File: src/sgf_pkg.sv
// ----------------------------------------------------------------------------
// sgf_pkg
// Shared types, widths and register codes of the symmetric smoothing filter.
// ----------------------------------------------------------------------------
package sgf_pkg;

	localparam int SAMPLE_W     = 16;
	localparam int COEF_W       = 16;
	localparam int PAIR_W       = SAMPLE_W + 1;
	localparam int PROD_W       = PAIR_W + COEF_W + 1;
	localparam int FRAC_BITS    = 15;
	localparam int ROUND_BIAS   = 1 << (FRAC_BITS - 1);
	localparam int SMP_MAX      = 32767;
	localparam int SMP_MIN      = -32768;
	localparam int MAX_HALF_DEF = 3;
	localparam int NUM_COEF     = 4;
	localparam int HALF_REG_W   = 2;
	localparam int CFG_IDX_W    = 3;

	typedef logic signed [SAMPLE_W-1:0] smp_t;
	typedef logic signed [PAIR_W-1:0]   pair_t;
	typedef logic signed [PROD_W-1:0]   prod_t;
	typedef logic [COEF_W-1:0]          coef_t;
	typedef logic [CFG_IDX_W-1:0]       cfg_idx_t;

	// register indexes of the configuration port
	localparam cfg_idx_t REG_HALF_WIDTH  = 3'd0;
	localparam cfg_idx_t REG_COEF_CENTER = 3'd1;
	localparam cfg_idx_t REG_COEF_DIST1  = 3'd2;
	localparam cfg_idx_t REG_COEF_DIST2  = 3'd3;
	localparam cfg_idx_t REG_COEF_DIST3  = 3'd4;

	localparam logic [HALF_REG_W-1:0] HALF_WIDTH_RST  = 2'd3;
	localparam coef_t                 COEF_CENTER_RST = 16'd32768;

	typedef struct packed {
		smp_t sample_in;
		logic seq_end;
	} sgf_in_t;

	typedef struct packed {
		smp_t sample_out;
		logic out_last;
	} sgf_out_t;

	typedef struct packed {
		logic adv_s2;
		logic adv_s3;
	} sgf_pipe_ctl_t;

endpackage

File: src/sgf_tap_cell.sv
// ----------------------------------------------------------------------------
// sgf_tap_cell
// One sample of the delay line; takes its neighbour's sample on each item.
// ----------------------------------------------------------------------------
module sgf_tap_cell (
	input  logic          clk,
	input  logic          arst_n,
	input  logic          shift,
	input  sgf_pkg::smp_t d,
	output sgf_pkg::smp_t q
);
	import sgf_pkg::*;

	smp_t smp_q;

	always_ff @(posedge clk or negedge arst_n) begin
		if (!arst_n) begin
			smp_q <= '0;
		end else if (shift) begin
			smp_q <= d;
		end
	end

	assign q = smp_q;

endmodule

File: config.mk
export PLATFORM = sky130hd
export DESIGN_NAME = sgf_tap_cell
export DESIGN_NICKNAME = d
export VERILOG_FILES = /design/src/sgf_pkg.sv /design/src/sgf_tap_cell.sv
export SDC_FILE = /design/constraint.sdc
export NUM_CORES = 1
export LEC_CHECK = 0
export BUFFER_PORTS_ARGS = -buffer_cell sky130_fd_sc_hd__buf_2
export CAP_MARGIN = 40
export CORE_UTILIZATION = 37
export CTS_CLUSTER_DIAMETER = 40
export DETAILED_ROUTE_END_ITERATION = 12
export PLACE_DENSITY = 0.68
export SLEW_MARGIN = 20
export SYNTH_ARGS = -nofsm -noshare
export SYNTH_HDL_FRONTEND = slang
export SYNTH_SLANG_ARGS = --single-unit
File: constraint.sdc
create_clock -name clk -period 1 [get_ports clk]
set_input_delay 0.05 -clock clk [delete_from_list [all_inputs] [get_ports clk]]
set_output_delay 0.05 -clock clk [all_outputs]
set_load 0.005 [all_outputs]
==> flow_summary.json <==
{
  "layout.area.seq_um2": 400.4,
  "fp.dieW_um": 43.90,
  "period_minus_slack_ns": 0.8448,
  "fill_cells": 115,
  "violations": "DRC",
  "crit_buf_inv": 1,
  "root_buffer": "clkbuf_4",
  "synth.distinct_cells": 5,
  "antenna_found_initial": 0,
  "p_switching_w": 0.0003036,
  "final_nets": 106,
  "cp-end-kind": "output pin",
  "grtUsageTotal_pct": 12.50,
  "slew_headroom_pct": 77.00,
  "r2r-end": "q[4]",
  "intPower_w": 0.001125,
  "core_um2": 1577,
  "cts_made_buffers": 3,
  "rsz0062_at_grt": "no",
  "p_per_area_nw_per_um2": 1408,
  "clk-insertion-delay-late_ns": 0.27,
  "startpoint": "q[3]",
  "max-vdd-ir-drop_v": 0.0009090,
  "cts_resized": 0,
  "cts_tree": "built",
  "pwr-share-comb_pct": 19.9,
  "first_global_vias": 392,
  "synth_cells": 34,
  "synthesis.area_um2": 649.4,
  "hold_class": "input port to register",
  "grt_first_pass_wirelength_um": 1697,
  "drive_gt1_share_pct": 63.95,
  "worst_setup_path_start_kind": "register",
  "status": "complete, but fails checks",
  "synth_seq_cells": 16,
  "start_util_pct": 41.19,
  "finalSetupViolCount": 0,
  "reg2reg_depth": 1,
  "fin_crit_sh_pct": 84.48,
  "grt_max_degree": 17,
  "largest_register_ffs": 16,
  "slew_violations": 0,
  "cap_violations": 0,
  "max_freq_ghz": 1.184,
  "crit_path_top_delay_cell": "dfrtp_1",
  "path_cells": "buf_2",
  "multi_input_area_um2": 217.7,
  "r2r-start": "q[4]",
  "crit_path_end": "q[3]",
  "syn_to_final_growth_pct": 56.26,
  "drc": 3,
  "hold_viol_final": 0,
  "synthesis.nets": 53,
  "path_depth": 1,
  "wl_per_cell_um": 11.83,
  "vias": 461,
  "ys_seq_area_share_pct": 61.66,
  "synth_warnings": 0,
  "avgSynthCellArea_um2": 19.10,
  "cp_top_family": "flip-flops",
  "max_stage_delay_ns": 0.39,
  "post_cts_buffers": 0,
  "worst-path-max-fanout": 2,
  "cp.required_ns": 0.95,
  "routed_wl_um": 1207,
  "holdWs_ns": 0.007313,
  "routabilityCongestion": 0.6129,
  "numClockSinks": 16,
  "switching_share_pct": 21.25,
  "grt_overflow_total": 0,
  "antenna_left": 0,
  "r2r_setup_slack_ns": 0.24,
  "tightestPinTransition_ns": 0.3450,
  "setup_tns_ns": 0,
  "htree_levels": 1,
  "finClkSkew_ns": 0,
  "dieArea_um2": 1927,
  "p_leak_nw": 0.5200,
  "pwr-share-seq_pct": 52.0,
  "die_y_um": 43.90,
  "cts_hold_repair.buffers": 6,
  "first_iter_violations": 4,
  "setup.worst_path.class": "register to output pin",
  "routed_via_density": 4.520,
  "crit_arrival_ns": 0.79,
  "clk_pin_slew_ns": 0.09,
  "clockBufferDepth": 2,
  "boundaryPins": 35,
  "portBuffers": 34,
  "fp-row-count": 14,
  "clockPowerShare_pct": 28.1,
  "drt-pass1-iter-count": 7,
  "antennaDiodeCount": 0
}
cells in the mapped netlist:
| master | instances | share of area, % |
|---|---|---|
| buf_6 | 1 | 1.7 |
| mux2_2 | 6 | 10 |
| mux2_4 | 10 | 23 |
| dfrtp_1 | 16 | 62 |
| buf_12 | 1 | 3.1 |
power by group through the flow:
stage	Combinational, W	Clock (W)	Sequential, W
2_1_floorplan	0.000116	0	0.000762
5_1_grt	0.000308	0.000467	0.000751
3_5_place_dp	0.000241	0	0.000754
3_3_place_gp	0.000238	0	0.000754
6_report	0.000284	0.000402	0.000742
4_1_cts	0.000260	0.000419	0.000743
worst min-delay path by stage:
stage | from | end | slack, ns | cells past startpoint
after floorplan | arst_n | q[0] | -0.25 | 0
after global placement | arst_n | q[11] | -0.02 | 1
after detailed placement | arst_n | q[14] | -0.02 | 1
after CTS | d[2] | q[2] | 0.00008 | 2
after global routing | d[13] | q[13] | 0.003 | 2
final | d[13] | q[13] | 0.007 | 2
cell usage in the layout (no fill, tap or decap):
cell type,n
buf_2,34
clkbuf_4,3
mux2_4,10
buf_12,1
dlygate4sd3_1,15
clkbuf_8,1
mux2_2,6
dfrtp_1,16
per-stage QoR:
stage	total power [W]	cell area [µm²]	instances	util [%]	worst slack [ns]
after floorplan	0.0008784	649.4	34	-	0.2517
after global placement	0.0009924	828.3	83	52.54	0.2284
after detailed placement	0.0009948	828.3	83	52.54	0.2136
after CTS	0.001421	924.6	93	58.65	0.1417
after global routing	0.001526	1015	102	64.37	0.09873
final	0.001429	1015	102	64.37	0.1552
cell families after synthesis:
family                 Yosys count  synth area share, %
multiplexers                    16                33.52
flip-flops                      16                61.66
buffers and inverters            2                4.817
final cells by class:
class	instances	share of cell area, %
timing repair buffer	50	33.54
tap	16	1.973
clock buffer	4	3.576
sequential	16	39.46
multi-input combinational	16	21.46
layer usage:
layer | vias to the layer above | wire (µm) | track usage, %
met5 | - | 0 | 0
met4 | 0 | 12 | 7.273
met3 | 2 | 95 | 4.167
met2 | 26 | 520 | 16.72
met1 | 210 | 578 | 17.51
li1 | 223 | - | -
Note: power is estimated with default switching activity, not from simulation.
