**config.mk**
```make
export PLATFORM = sky130hd
export DESIGN_NAME = sgf_burst_cell
export DESIGN_NICKNAME = d
export VERILOG_FILES = /design/src/sgf_pkg.sv /design/src/sgf_burst_cell.sv
export SDC_FILE = /design/constraint.sdc
export NUM_CORES = 1
export LEC_CHECK = 0
export BUFFER_PORTS_ARGS = -buffer_cell sky130_fd_sc_hd__buf_2
export CELL_PAD_IN_SITES_DETAIL_PLACEMENT = 0
export CELL_PAD_IN_SITES_GLOBAL_PLACEMENT = 2
export CORE_MARGIN = 2
export CORE_UTILIZATION = 28
export CTS_BUF_LIST = sky130_fd_sc_hd__clkbuf_4
export DETAILED_ROUTE_END_ITERATION = 8
export GPL_TIMING_DRIVEN = 0
export PLACE_DENSITY = 0.92
export SLEW_MARGIN = 20
export SYNTH_ARGS = -nofsm -noshare
export SYNTH_HDL_FRONTEND = slang
export SYNTH_SLANG_ARGS = --single-unit
```
**constraint.sdc**
```tcl
create_clock -name clk -period 3.3 [get_ports clk]
set_input_delay 0.33 -clock clk [delete_from_list [all_inputs] [get_ports clk]]
set_output_delay 0.33 -clock clk [all_outputs]
set_load 0.05 [all_outputs]
```
**src/sgf_pkg.sv**
```systemverilog
// ----------------------------------------------------------------------------
// sgf_pkg
// Shared types, widths and register codes of the symmetric smoothing filter.
// ----------------------------------------------------------------------------
package sgf_pkg;

	localparam int SAMPLE_W     = 16;
	localparam int COEF_W       = 16;
	localparam int PAIR_W       = SAMPLE_W + 1;
	localparam int PROD_W       = PAIR_W + COEF_W + 1;
	localparam int FRAC_BITS    = 15;
	localparam int ROUND_BIAS   = 1 << (FRAC_BITS - 1);
	localparam int SMP_MAX      = 32767;
	localparam int SMP_MIN      = -32768;
	localparam int MAX_HALF_DEF = 3;
	localparam int NUM_COEF     = 4;
	localparam int HALF_REG_W   = 2;
	localparam int CFG_IDX_W    = 3;

	typedef logic signed [SAMPLE_W-1:0] smp_t;
	typedef logic signed [PAIR_W-1:0]   pair_t;
	typedef logic signed [PROD_W-1:0]   prod_t;
	typedef logic [COEF_W-1:0]          coef_t;
	typedef logic [CFG_IDX_W-1:0]       cfg_idx_t;

	// register indexes of the configuration port
	localparam cfg_idx_t REG_HALF_WIDTH  = 3'd0;
	localparam cfg_idx_t REG_COEF_CENTER = 3'd1;
	localparam cfg_idx_t REG_COEF_DIST1  = 3'd2;
	localparam cfg_idx_t REG_COEF_DIST2  = 3'd3;
	localparam cfg_idx_t REG_COEF_DIST3  = 3'd4;

	localparam logic [HALF_REG_W-1:0] HALF_WIDTH_RST  = 2'd3;
	localparam coef_t                 COEF_CENTER_RST = 16'd32768;

	typedef struct packed {
		smp_t sample_in;
		logic seq_end;
	} sgf_in_t;

	typedef struct packed {
		smp_t sample_out;
		logic out_last;
	} sgf_out_t;

	typedef struct packed {
		logic adv_s2;
		logic adv_s3;
	} sgf_pipe_ctl_t;

endpackage

```
**src/sgf_burst_cell.sv**
```systemverilog
// ----------------------------------------------------------------------------
// sgf_burst_cell
// One slot of the result burst; loaded in parallel, drained towards slot zero.
// ----------------------------------------------------------------------------
module sgf_burst_cell (
	input  logic          clk,
	input  logic          load,
	input  logic          shift,
	input  sgf_pkg::smp_t load_d,
	input  sgf_pkg::smp_t next_d,
	output sgf_pkg::smp_t q
);
	import sgf_pkg::*;

	smp_t slot_q;

	always_ff @(posedge clk) begin
		if (load) begin
			slot_q <= load_d;
		end else if (shift) begin
			slot_q <= next_d;
		end
	end

	assign q = slot_q;

endmodule

```
==> results of run 1 <==
[cells in the mapped netlist (all sizes together)]
master	instances
edfxtp	16
mux2	16
or2	1
buf	2
[final cells by class]
cell class	instances	share of cell area
buffer	2	0.0302
timing repair buffer	49	0.236
clock buffer	3	0.0217
sequential	16	0.463
multi-input combinational	17	0.212
tap	30	0.0362
[through the flow]
step	util	instances	setup WS [ns]	instance area [µm²]	hold WS, ns
global placement	0.410	114	1.76	1010	0.632
detailed placement	0.410	114	1.76	1010	0.636
finish	0.419	117	2.09	1040	0.351
global route	0.419	117	2.01	1040	0.341
floorplan	-	35	1.93	732	0.547
CTS	0.419	117	2.07	1040	0.340
[power breakdown]
group | internal (mW) | switching [mW]
clock | 0.0422 | 0.0546
sequential | 0.249 | 0.00482
combinational | 0.0505 | 0.103
total | 0.342 | 0.162
[cells by family (layout without fill, tap and decap cells)]
logic type	after synthesis	in the layout	share of synthesized area
mux	16	16	0.292
flops	16	16	0.656
buf+inv	2	54	0.0427
simple gates	1	1	0.00855
[cell usage in the layout (no fill, tap or decap)]
cell type,synthesis,final
buf_12,1,1
buf_2,0,49
buf_6,1,1
clkbuf_4,0,3
edfxtp_1,16,16
mux2_2,7,7
mux2_4,9,9
or2_1,1,1
[layer usage]
metal	wire length, µm	vias to the layer above	GRT usage	share of wire
met1	466	215	0.104	0.34
met3	87	2	0.00806	0.064
met5	0	-	0	0
met4	27	0	0.0854	0.020
li1	-	240	-	-
met2	774	22	0.185	0.57
[worst paths after layout]
check,from,endpoint,cells after the start
worst max-delay path,q[2]$_DFFE_PP_,q[2],1
worst min-delay path,load_d[10],q[10]$_DFFE_PP_,2
==> impl_metrics.yaml, run 1 <==
status:
  status: "finished clean"
floorplan:
  die_y_um: 55.1
  fp.dieW_um: 55.1
  dieArea_um2: 3040
  start_util: 0.295
  coreArea_um2: 2480
  io_pins: 51
  placement_rows: 18
grt:
  grt_max_degree: 17
  grt_pass1_vias: 491
  overflow: 0
  grt_antenna_before_repair: 0
  grt_usage: 0.101
  grt_pass1_wl_mm: 2.07
clock_network:
  clk_root_buffer_cell: "clkbuf_4"
  cts_buffer_depth: 2
  clk_pin_slew_ns: 0.09
  cts.hold.buffers_added: 0
  ctsResizeCount: 0
  cts_tree: "built"
  cts_made_buffers: 3
  clock_sink_count: 16
  postCtsSetupBuffers: 0
  htreeDepth: 1
yosys:
  synthCells: 35
  avgSynthCellArea_um2: 20.9
  yosys.area.top_type: "edfxtp_1"
  syn_nets: 70
  synth_seq_area_share: 0.656
  synth.cell_area_um2: 732
  yosys_warnings: 0
  yosysTopAreaCellShare: 0.656
  yosys-top-cells-area: "edfxtp_1 (66%), mux2_4 (18%), mux2_2 (11%)"
  ys_seq_elements: 16
  ys_types: 6
drt:
  drt-total-wl_mm: 1.36
  drt_iter0_drc: 5
  firstDrtPassIters: 4
  routed_via_density: 4.09
  avgRoutedWirePerCell_um: 11.6
  drtAntennaViolNets: 0
  drc: 0
  num_vias: 479
critical_path:
  start_kind: "register"
  path_max_fanout: 1
  crit_chain: "buf_2"
  required_ns: 2.97
  cp_data_arrival_time_ns: 0.88
  crit_family: "flip-flops"
  critical_path_buf_inv_count: 1
  worst_path_largest_cell_delay_ns: 0.38
  end_kind: "output pin"
  cp_slowest_cell: "edfxtp_1"
  worstSetupPathType: "register to output pin"
sta:
  setup-violations-final: 0
  tightestPinTransition_ns: 0.638
  fmax_mhz: 827
  period_minus_slack_ns: 1.21
  max-slew-margin-rel: 0.575
  slew_violations: 0
  rsz0062_at_grt: "no"
  finalSetupTns_ns: 0
  post-route-period-util: 0.367
  hold_viol: 0
final_layout:
  nFillCells: 259
  layout-drive-gt1-share: 0.805
  fin_nets: 124
  multi_input_comb_area_um2: 220
  largest_reg_flops: 16
  regArea_um2: 480
  diodes: 0
  synthToLayoutAreaGrowth_pct: 41.7
placed_design:
  gp_congestion: 0.583
  io_buffers: 49
job:
  drv_cap: 0
pwr:
  peakVddDrop_mv: 0.200
  power.density_nw_per_um2: 486
  leakagePower_nw: 0.488
  finalPower_mw: 0.504
worst_hold_path:
  hold_class: "primary input to register"
Note: power is estimated with default switching activity, not from simulation.
==> run 2: changes to the inputs <==
Settings changed: ABC_AREA from default to 1, CORE_UTILIZATION 28 to 20, PLACE_DENSITY 0.92 to 0.81.
Clock period 3.3 ns to 1.1 ns, I/O delays scaled along.
==> run 2 against run 1 <==
Sequential share of layout area fell by 0.82 points. Critical path depth did not move. Largest cell class unchanged. Final cell count rose by 43%. Wire length rose by 27%. Critical path type unchanged. Design area rose by 1.8%.
==> impl_metrics.yaml, run 2 <==
grt:
  grt_antenna_before_repair: 0
  grt_pass1_vias: 653
  grt_usage: 0.0837
  grt_pass1_wl_mm: 2.68
  grt_max_degree: 17
  overflow: 0
yosys:
  yosys.area_share.xor_xnor: 0
  synthTopCellsByCount: "nand2_1 (43), edfxtp_1 (16), nand2_2 (5)"
  synth_compound_area_frac: 0
  ys_seq_elements: 16
  yosys-top-cells-area: "edfxtp_1 (66%), nand2_1 (22%), nand2_2 (4.3%)"
  synth_fa_ha_area_frac: 0
  yosysTopAreaCellShare: 0.658
  synth_seq_area_share: 0.658
  synth_edf_count: 16
  yosys.area.top_type: "edfxtp_1"
  post-synth-top-count-cell: "nand2_1"
  yosys_most_used_dff: "edfxtp_1"
  synth_top_family_by_area: "simple AND/OR/NAND/NOR gates"
  synth.cell_area_um2: 731
  synthCells: 69
  avgSynthCellArea_um2: 10.6
  synthArstFlopShare: 0
  synth_mux_area_frac: 0
  synthSimpleGateAreaFrac: 0.272
  yosys_warnings: 0
  ys_types: 7
  syn_nets: 104
clock_network:
  clk_root_buffer_cell: "clkbuf_4"
  htreeDepth: 1
  ctsResizeCount: 0
  clk_pin_slew_ns: 0.10
  cts_buffer_depth: 2
  clock_sink_count: 16
  postCtsSetupBuffers: 0
  cts_made_buffers: 3
  cts_tree: "built"
  cts.hold.buffers_added: 0
placed_design:
  gp_congestion: 0.655
  post_dp_cell_area_um2: 1030
  io_buffers: 49
  dp.cells: 164
  post-place-ws_ns: -0.134
  place_hpwl_mm: 1.32
sta:
  slew_violations: 0
  finalSetupTns_ns: 0
  tightestPinTransition_ns: 0.732
  max-slew-margin-rel: 0.512
  rsz0062_at_grt: "no"
  fmax_mhz: 1000
  hold_viol: 0
  post-route-period-util: 0.909
  period_minus_slack_ns: 1.00
  fin_hold_ws_ns: 0.0837
  setup-violations-final: 0
  timing.final.ws_setup_ns: 0.100
floorplan:
  start_util: 0.214
  dieArea_um2: 4150
  placement_rows: 21
  coreArea_um2: 3420
  io_pins: 51
  fp.dieW_um: 64.4
  die_y_um: 64.4
drt:
  num_vias: 615
  drt_iter0_drc: 7
  drtAntennaViolNets: 0
  avgRoutedWirePerCell_um: 10.3
  firstDrtPassIters: 4
  drc: 0
  routed_via_density: 3.68
  drt-total-wl_mm: 1.72
final_layout:
  layout-drive-gt1-share: 0.504
  final_util: 0.309
  layout.cells.non_filler: 167
  largest_reg_flops: 16
  fin_nets: 158
  mostFrequentLayoutCells: "buf_2 (49), nand2_1 (43), edfxtp_1 (16)"
  final_common_cell: "buf_2"
  finalInstanceArea_um2: 1060
  diodes: 0
  synthToLayoutAreaGrowth_pct: 44.5
job:
  drv_cap: 0
critical_path:
  critical_path_buf_inv_count: 1
  required_ns: 0.99
  end_kind: "output pin"
  cp_data_arrival_time_ns: 0.89
  cp_slowest_cell: "edfxtp_1"
  crit_family: "flip-flops"
  path_max_fanout: 1
  worst_path_largest_cell_delay_ns: 0.38
  crit_chain: "buf_2"
  start_kind: "register"
  worstSetupPathType: "register to output pin"
pwr:
  power.density_nw_per_um2: 1450
  leakagePower_nw: 0.543
  finalPower_mw: 1.53
  peakVddDrop_mv: 0.432
worst_hold_path:
  hold_depth: 3
  whs_endpoint: "q[1]$_DFFE_PP_"
  hold_class: "primary input to register"
  hp-start: "next_d[1]"
status:
  status: "finished clean"
-- run 2: changes by cell type in the layout (fill, tap and decap cells not counted), sizes merged --
cell and change:
nand2 +48, mux2 -16, buf +1, inv +1
-- run 2: logic make-up (layout without fill, tap and decap cells) --
logic type    after synthesis  count (layout)
flops                      16              16
simple gates               49              49
buf+inv                     4              56
-- run 2: area by class of cell --
| class | instances | area, µm² |
|---|---|---|
| flip-flops and latches | 16 | 480 |
| inverters | 1 | 8.76 |
| repair buffers | 49 | 245 |
| fillers | 374 | 2360 |
| multi-input cells | 49 | 199 |
| clock buffers | 3 | 22.5 |
| plain buffers | 3 | 42.5 |
| well taps | 46 | 57.6 |
-- run 2: layer usage --
metal,global-route usage,wire length (µm),share of wire,vias up
met5,0,0,0,-
met4,0.0239,0,0,0
met3,0.0382,208,0.12,0
met2,0.151,834,0.49,37
met1,0.0871,673,0.39,252
li1,-,-,-,326
-- run 2: worst max-delay path by stage --
stage                         start        endpoint  depth (start not counted)
finish              q[10]$_DFFE_PP_           q[10]                          1
global route         q[0]$_DFFE_PP_            q[0]                          1
CTS                 q[10]$_DFFE_PP_           q[10]                          1
detailed placement             load  q[3]$_DFFE_PP_                          2
global placement               load  q[3]$_DFFE_PP_                          2
floorplan                      load  q[0]$_DFFE_PP_                          2
-- run 2: power by group --
part	internal, mW	switching, mW
Sequential	0.748	0.0153
Clock	0.127	0.185
Combinational	0.123	0.333
Total	0.997	0.534
